$ cat config.mk
export PLATFORM = sky130hd
export DESIGN_NAME = mfrb_ctrl
export DESIGN_NICKNAME = d
export VERILOG_FILES = /design/src/rtl/mfrb_pkg.sv /design/src/rtl/mfrb_ctrl.sv
export VERILOG_INCLUDE_DIRS = /design/src /design/src/rtl
export SDC_FILE = /design/constraint.sdc
export NUM_CORES = 1
export LEC_CHECK = 0
export ABC_AREA = 1
export ABC_CLOCK_PERIOD_IN_PS = 1100
export BUFFER_PORTS_ARGS = -buffer_cell sky130_fd_sc_hd__buf_2
export CAP_MARGIN = 20
export CORE_AREA = 2 2 39 41
export CTS_CLUSTER_DIAMETER = 200
export CTS_CLUSTER_SIZE = 30
export DETAILED_ROUTE_END_ITERATION = 10
export DIE_AREA = 0 0 41 43
export PLACE_DENSITY = 0.3
export SLEW_MARGIN = 10
export SYNTH_ARGS = -nofsm -noshare
export SYNTH_HDL_FRONTEND = slang
export SYNTH_SLANG_ARGS = --single-unit
export TNS_END_PERCENT = 100
$ cat constraint.sdc
create_clock -name i_clk -period 1.1 [get_ports i_clk]
set_input_delay 0.165 -clock i_clk [delete_from_list [all_inputs] [get_ports i_clk]]
set_output_delay 0.165 -clock i_clk [all_outputs]
set_load 0.02 [all_outputs]
$ cat src/rtl/multichannel_frame_ring_buffer_top_defines.svh
// Assertion macros shared by the frame ring buffer modules.
`ifndef MULTICHANNEL_FRAME_RING_BUFFER_TOP_DEFINES_SVH
`define MULTICHANNEL_FRAME_RING_BUFFER_TOP_DEFINES_SVH

// Same-cycle implication, sampled on i_clk and disabled while i_rst_n is low.
`define MFRB_ASSERT_NOW(label, ante, cons, msg) \
    label: assert property (@(posedge i_clk) disable iff (!i_rst_n) \
        (ante) |-> (cons)) else $error(msg);

// Next-cycle implication, sampled on i_clk and disabled while i_rst_n is low.
`define MFRB_ASSERT_NEXT(label, ante, cons, msg) \
    label: assert property (@(posedge i_clk) disable iff (!i_rst_n) \
        (ante) |=> (cons)) else $error(msg);

`endif

$ cat src/rtl/mfrb_pkg.sv
// Shared types and constants of the multichannel frame ring buffer.
package mfrb_pkg;

    localparam int LANES     = 8;
    localparam int WORD_W    = 32;
    localparam int COUNT_W   = 11;
    localparam int CH_W      = 4;
    localparam int CFG_IDX_W = 2;
    localparam int CFG_DATA_W = 11;

    localparam logic [CFG_IDX_W-1:0] CFG_CHANNEL_COUNT  = 2'd0;
    localparam logic [CFG_IDX_W-1:0] CFG_FRAME_CAPACITY = 2'd1;

    localparam logic [CH_W-1:0]    CHANNEL_COUNT_RST  = 4'd2;
    localparam logic [COUNT_W-1:0] FRAME_CAPACITY_RST = 11'd1024;

    typedef enum logic {
        ACT_PUSH = 1'b0,
        ACT_POP  = 1'b1
    } t_action;

    typedef logic [LANES-1:0][WORD_W-1:0] t_lanes;

    typedef struct packed {
        logic accept;   // input request taken this cycle
        logic capture;  // load pop read data into the result register
    } t_dp_cmd;

    typedef struct packed {
        logic req_pop;  // pending input request is a pop
    } t_dp_stat;

endpackage

$ cat src/rtl/mfrb_ctrl.sv
// Request sequencer of the frame ring buffer: accept, memory read wait, result hold.
`include "multichannel_frame_ring_buffer_top_defines.svh"

module mfrb_ctrl
    import mfrb_pkg::*;
(
    input  logic     i_clk,
    input  logic     i_rst_n,
    input  logic     i_in_valid,
    output logic     o_in_stall,
    output logic     o_out_valid,
    input  logic     i_out_stall,
    input  t_dp_stat i_stat,
    output t_dp_cmd  o_cmd
);

    typedef enum logic [2:0] {
        S_IDLE = 3'b001,
        S_READ = 3'b010,
        S_OUT  = 3'b100
    } t_state;

    t_state r_state;
    t_state n_state;

    always_comb begin
        n_state       = r_state;
        o_cmd.accept  = 1'b0;
        o_cmd.capture = 1'b0;
        case (r_state)
            S_IDLE: begin
                if (i_in_valid) begin
                    o_cmd.accept = 1'b1;
                    n_state      = i_stat.req_pop ? S_READ : S_OUT;
                end
            end
            S_READ: begin
                o_cmd.capture = 1'b1;
                n_state       = S_OUT;
            end
            S_OUT: begin
                if (!i_out_stall) begin
                    n_state = S_IDLE;
                end
            end
            default: begin
                n_state = S_IDLE;
            end
        endcase
    end

    always_ff @(posedge i_clk) begin
        if (!i_rst_n) begin
            r_state <= S_IDLE;
        end else begin
            r_state <= n_state;
        end
    end

    assign o_in_stall  = (r_state != S_IDLE);
    assign o_out_valid = (r_state == S_OUT);

    `MFRB_ASSERT_NEXT(a_pop_waits_read, o_cmd.accept && i_stat.req_pop, r_state == S_READ, "pop request did not wait for the memory read")
    `MFRB_ASSERT_NEXT(a_result_held, o_out_valid && i_out_stall, o_out_valid, "stalled result was dropped")

endmodule

==> results of run 1 <==
## area by class of cell
class,count,area share
multi-input cells,17,0.3071
repair buffers,12,0.2677
flip-flops and latches,3,0.2087
clock buffers,4,0.08268
inverters,6,0.07087
well taps,16,0.06299
## per-layer routing
| layer | wire length (µm) | vias to the layer above | GRT usage | part of all wire |
|---|---|---|---|---|
| li1 | - | 112 | - | - |
| met1 | 185 | 92 | 0.06709 | 0.41 |
| met2 | 208 | 9 | 0.1031 | 0.46 |
| met3 | 39 | 2 | 0.03665 | 0.086 |
| met4 | 21 | 0 | 0.1000 | 0.046 |
| met5 | 0 | - | 0 | 0 |
## cell usage after synthesis
cell / n
nor2_4: 2
nor3_1: 1
and3_1: 1
nor2_1: 3
inv_1: 5
nand3_1: 6
nand2_1: 3
dfxtp_1: 3
nand2_2: 1
inv_2: 1
## power by group
| part | leakage (nW) | switching (mW) | internal [mW] |
|---|---|---|---|
| clock network | 0.0150 | 0.0635 | 0.136 |
| logic | 0.137 | 0.115 | 0.125 |
| registers | 0.0256 | 0.0152 | 0.129 |
## final timing paths
kind | start | end | slack (ns)
setup / recovery | r_state[0] | o_cmd[1] | -0.08
setup reg to reg | r_state[0] | r_state[2] | 0.02
hold reg to reg | r_state[2] | r_state[0] | 0.62
hold / removal | i_rst_n | r_state[0] | 0.15
## cells by family after synthesis
logic type    count (synthesis)
simple gates                 17
buf+inv                       6
flops                         3
## stage by stage
| step | utilization | std cells | hold slack, ns | power, mW |
|---|---|---|---|---|
| after global placement | 0.1700 | 50 | 0.3924 | 0.2956 |
| after global routing | 0.2297 | 58 | 0.1503 | 0.6303 |
| after floorplan | - | 26 | 0.2492 | 0.2529 |
| final | 0.2297 | 58 | 0.1501 | 0.5842 |
| after CTS | 0.2161 | 56 | 0.1442 | 0.5663 |
| after detailed placement | 0.1700 | 50 | 0.3945 | 0.2942 |
## timing repair
| action | in CTS | in global routing |
|---|---|---|
| gates cloned | 0 | 0 |
| setup endpoints to repair | 4 | 4 |
| setup buffers | 2 | 2 |
| resized for setup | 8 | 2 |
| endpoints found under the hold margin | 0 | 0 |
| pin swaps | 1 | 1 |
==> impl_metrics.csv, run 1 <==
group,metric,value,unit
logic_synthesis,synthMuxAreaShare,0,
floorplan,die_h,43,µm
run_status,failed_checks,"negative setup slack",
power_and_ir_drop,p_per_area,1838,nW/µm²
placed_design,gp_congestion,0.7467,
timing,fin_crit,1.180,ns
clocking,cts_root_buf,"clkbuf_4",
run_status,status,"finished with violations",
logic_synthesis,synth_simple_gate_area_frac,0.5286,
clocking,ctsHoldBuffers,0,
logic_synthesis,synth-xor-area-share,0,
global_route,grt_overflow,0,
timing,finalSetupViolations,3,
route,drc,0,
logic_synthesis,synth_adder_area_share,0,
power_and_ir_drop,leakagePower,0.1775,nW
setup_path,cp.arrival,1.01,ns
placed_design,hpwlAfterDp,329.5,µm
hold_path,whs_path_depth,2,
route,drt_wl_total,455,µm
logic_synthesis,syn_area_per_cell,6.737,µm²
route,drtPass1Iterations,4,
setup_path,worst_setup_path_start_kind,"flip-flop",
clocking,cts_tree,"done",
logic_synthesis,synth_top_area_share,0.3429,
clocking,clk_path_buf_depth,2,
global_route,grt_usage,0.07615,
logic_synthesis,ys_types,10,
timing,finalHoldViolCount,0,
route,vias,215,
setup_path,critPathBufInv,2,
setup_path,path_cells,"inv_2 -> nor2_4 -> nand2_4 -> nor2_4 -> buf_6",
finish,area_growth,81.43,%
global_route,antenna_found_initial,0,
finish,drive_above_1_share,0.5238,
logic_synthesis,synth.area.top_cells,"dfxtp_1 34%, nand3_1 17%, nor2_4 13%, inv_1 11%, nand2_1 6.4%",
finish,final_cell_mix,"6 x nand3_1, 5 x inv_1, 5 x buf_2, 5 x buf_4",
setup_path,end_kind,"output pin",
logic_synthesis,yosys_warnings,0,
timing,max_freq,847.6,MHz
floorplan,io_pins,9,
clocking,path_clk_slew,0.03,ns
clocking,numCtsBuffers,3,
floorplan,die_x,41,µm
finish,fillers,165,
placed_design,place_area,235.2,µm²
finish,top_register,"r_state",
timing,layout_setup_ws,-0.07977,ns
hold_path,worstHoldPathType,"input port to flip-flop",
setup_path,crit_type,"flip-flop to output pin",
logic_synthesis,postSynthNetCount,31,
floorplan,rows,14,
timing,setup_tns,-0.1301,ns
logic_synthesis,yosys.area.top_type,"dfxtp_1",
logic_synthesis,synth_area,175.2,µm²
setup_path,crit_fanout,3,
route,drt_iter0_markers,5,
finish,largest_reg_flops,3,
global_route,grt_pass1_wl,814,µm
floorplan,coreArea,1384,µm²
setup_path,crit_top_cell,"nor2_4",
timing,fin_skew,0.003722,ns
logic_synthesis,synth_top_family_by_area,"simple AND/OR/NAND/NOR gates",
clocking,clk_latency,0.24,ns
logic_synthesis,synthCells,26,
finish,top_regs,"r_state: 3 flops",
clocking,clock-sinks,3,
global_route,grt_max_degree,5,
timing,rsz0062_at_grt,"true",
setup_path,path_delay_family,"flip-flops",
setup_path,path_depth,5,
power_and_ir_drop,peakVddDrop,0.0003380,V
finish,diodes,0,
global_route,grt_pass1_vias,236,
finish,multiInputGateArea,97.59,µm²
setup_path,slowest_delay,0.33,ns
timing,slew_viol_final,0,
route,wl_per_cell,7.845,µm
logic_synthesis,synth_compound_gate_area_share,0,
setup_path,worstRegToRegCells,8,
logic_synthesis,ys_ff_latch,3,
finish,regArea,66.31,µm²
placed_design,io_buffers,8,
finish,layout_commonest_cell,"nand3_1",
logic_synthesis,ys_seq_area_frac,0.3429,
setup_path,crit_required,0.94,ns
route,via_per_inst,3.707,
timing,slew_headroom,0.9107,
setup_path,crit_slowest_cell,"dfxtp_2",
floorplan,die_area,1763,µm²
job,drv_cap,0,
finish,nets,48,
finish,postLayoutCellArea,317.8,µm²
timing,min_period_over_period,1.073,
route,ant_nets,0,
clocking,cts-htree-levels,1,
floorplan,start_util,0.1266,
placed_design,place_ws,0.08281,ns
timing,tightestPinTransition,0.1330,ns
Note: power is estimated with default switching activity, not from simulation.
==> run 2: changes to the inputs <==
Settings changed: SETUP_SLACK_MARGIN from default to 0.05.
==> impl_metrics.csv, run 2 (synthesis gave the netlist of run 1 again) <==
group,metric,value,unit
placed_design,gp_congestion,0.6661,
global_route,grt_max_degree,5,
hold_path,min-delay-start,"i_rst_n",
floorplan,coreArea,1384,µm²
setup_path,rr_startpoint,"r_state[0]",
setup_path,crit_fanout,3,
job,drv_cap,0,
timing,layout_setup_ws,-0.06218,ns
placed_design,io_buffers,8,
finish,layout_commonest_cell,"nand3_1",
route,vias,218,
finish,top_regs,"r_state: 3 flops",
clocking,cts_root_buf,"clkbuf_4",
timing,setup_tns,-0.09206,ns
setup_path,r2r_slack,0.14,ns
global_route,grt_pass1_vias,241,
setup_path,crit_top_cell,"nor2_4",
run_status,status,"finished with violations",
floorplan,die_area,1763,µm²
finish,final_cell_mix,"6 x nand3_1, 5 x buf_4, 4 x inv_1, 4 x buf_2",
setup_path,crit_required,0.94,ns
power_and_ir_drop,p_per_area,1766,nW/µm²
power_and_ir_drop,peakVddDrop,0.0006178,V
setup_path,path_cells,"nor2_4 -> nand2_4 -> nor2_4 -> buf_6",
timing,slew_headroom,0.9068,
route,drt_iter0_markers,4,
global_route,grt_usage,0.07816,
floorplan,start_util,0.1266,
floorplan,io_pins,9,
clocking,path_clk_slew,0.04,ns
setup_path,slowest_delay,0.35,ns
timing,min_period_over_period,1.057,
setup_path,crit_slowest_cell,"dfxtp_4",
setup_path,end_kind,"output pin",
timing,rsz0062_at_grt,"true",
timing,tightestPinTransition,0.1396,ns
timing,slew_viol_final,0,
hold_path,whs_path_depth,2,
route,drt_wl_total,455,µm
finish,nets,47,
timing,max_freq,860.5,MHz
route,wl_per_cell,7.982,µm
clocking,clock-sinks,3,
finish,area_growth,81.43,%
global_route,antenna_found_initial,0,
placed_design,hpwlAfterDp,360.5,µm
finish,largest_reg_flops,3,
clocking,numCtsBuffers,3,
clocking,clk_latency,0.23,ns
placed_design,place_ws,0.06766,ns
hold_path,worstHoldPathType,"input port to flip-flop",
clocking,cts-htree-levels,1,
setup_path,r2r_end,"r_state[2]",
floorplan,die_h,43,µm
clocking,clk_path_buf_depth,2,
finish,top_register,"r_state",
setup_path,worst_setup_path_start_kind,"flip-flop",
run_status,failed_checks,"negative setup slack",
route,via_per_inst,3.825,
route,ant_nets,0,
timing,finalHoldViolCount,0,
floorplan,die_x,41,µm
route,drtPass1Iterations,2,
timing,finalSetupViolations,3,
hold_path,hold-path-endpoint,"r_state[0]",
timing,holdWs,0.1418,ns
clocking,cts_tree,"done",
power_and_ir_drop,leakagePower,0.1729,nW
finish,fillers,168,
setup_path,worstRegToRegCells,7,
timing,fin_crit,1.162,ns
setup_path,crit_type,"flip-flop to output pin",
global_route,grt_overflow,0,
timing,fin_skew,0.002051,ns
finish,drive_above_1_share,0.5610,
setup_path,cp.arrival,1.00,ns
floorplan,rows,14,
global_route,grt_pass1_wl,897,µm
route,drc,0,
finish,diodes,0,
## run 2: changes by cell type in the layout (fill, tap and decap cells not counted), sizes merged
cell	before	now
buf	12	11
## run 2: layer usage
metal	routed length, µm	vias to the layer above	track usage
li1	-	112	-
met1	182	97	0.07987
met4	0	0	0.06000
met3	31	0	0.05236
met2	241	9	0.1063
met5	0	-	0
## run 2: worst max-delay path by stage
stage / from / to / slack, ns / cells past startpoint
floorplan: r_state[0] / r_state[1] / 0.08 / 5
global placement: r_state[0] / o_cmd[1] / 0.07 / 5
detailed placement: r_state[0] / o_cmd[1] / 0.07 / 5
CTS: r_state[0] / o_cmd[1] / -0.07 / 5
global route: r_state[0] / o_cmd[1] / -0.12 / 5
finish: r_state[2] / o_cmd[1] / -0.06 / 4
## run 2: per-stage QoR
stage	cell area (µm²)	instances	total power, mW	util
finish	317.8	57	0.5613	0.2297
global placement	240.2	50	0.2993	0.1736
floorplan	180.2	26	0.2559	-
global route	317.8	57	0.6141	0.2297
CTS	315.3	57	0.5720	0.2278
detailed placement	240.2	50	0.2985	0.1736
## run 2: where the power goes
group	internal, mW	leakage, nW	switching, mW
clock network	0.136	0.0150	0.0545
logic	0.112	0.132	0.114
registers	0.129	0.0256	0.0164
## run 2: area by class of cell
class	count	area [µm²]	area share
clock buffers	4	26.28	0.08268
inverters	6	22.52	0.07087
multi-input cells	17	102.6	0.3228
flip-flops and latches	3	66.31	0.2087
well taps	16	20.02	0.06299
repair buffers	11	80.08	0.2520
## run 2: timing repair
item | in CTS | in global routing
pin swaps | 0 | 1
setup endpoints to repair | 4 | 5
buffers inserted | 3 | 0
resized for setup | 10 | 2
hold buffers | 0 | 0
## run 2: worst max-delay path: cells and delay by family, from the launching register on
kind / cells / cell delay [ns]
and+or+nand+nor: 3 / 0.30
buffers and inverters: 1 / 0.12
DFF: 1 / 0.35
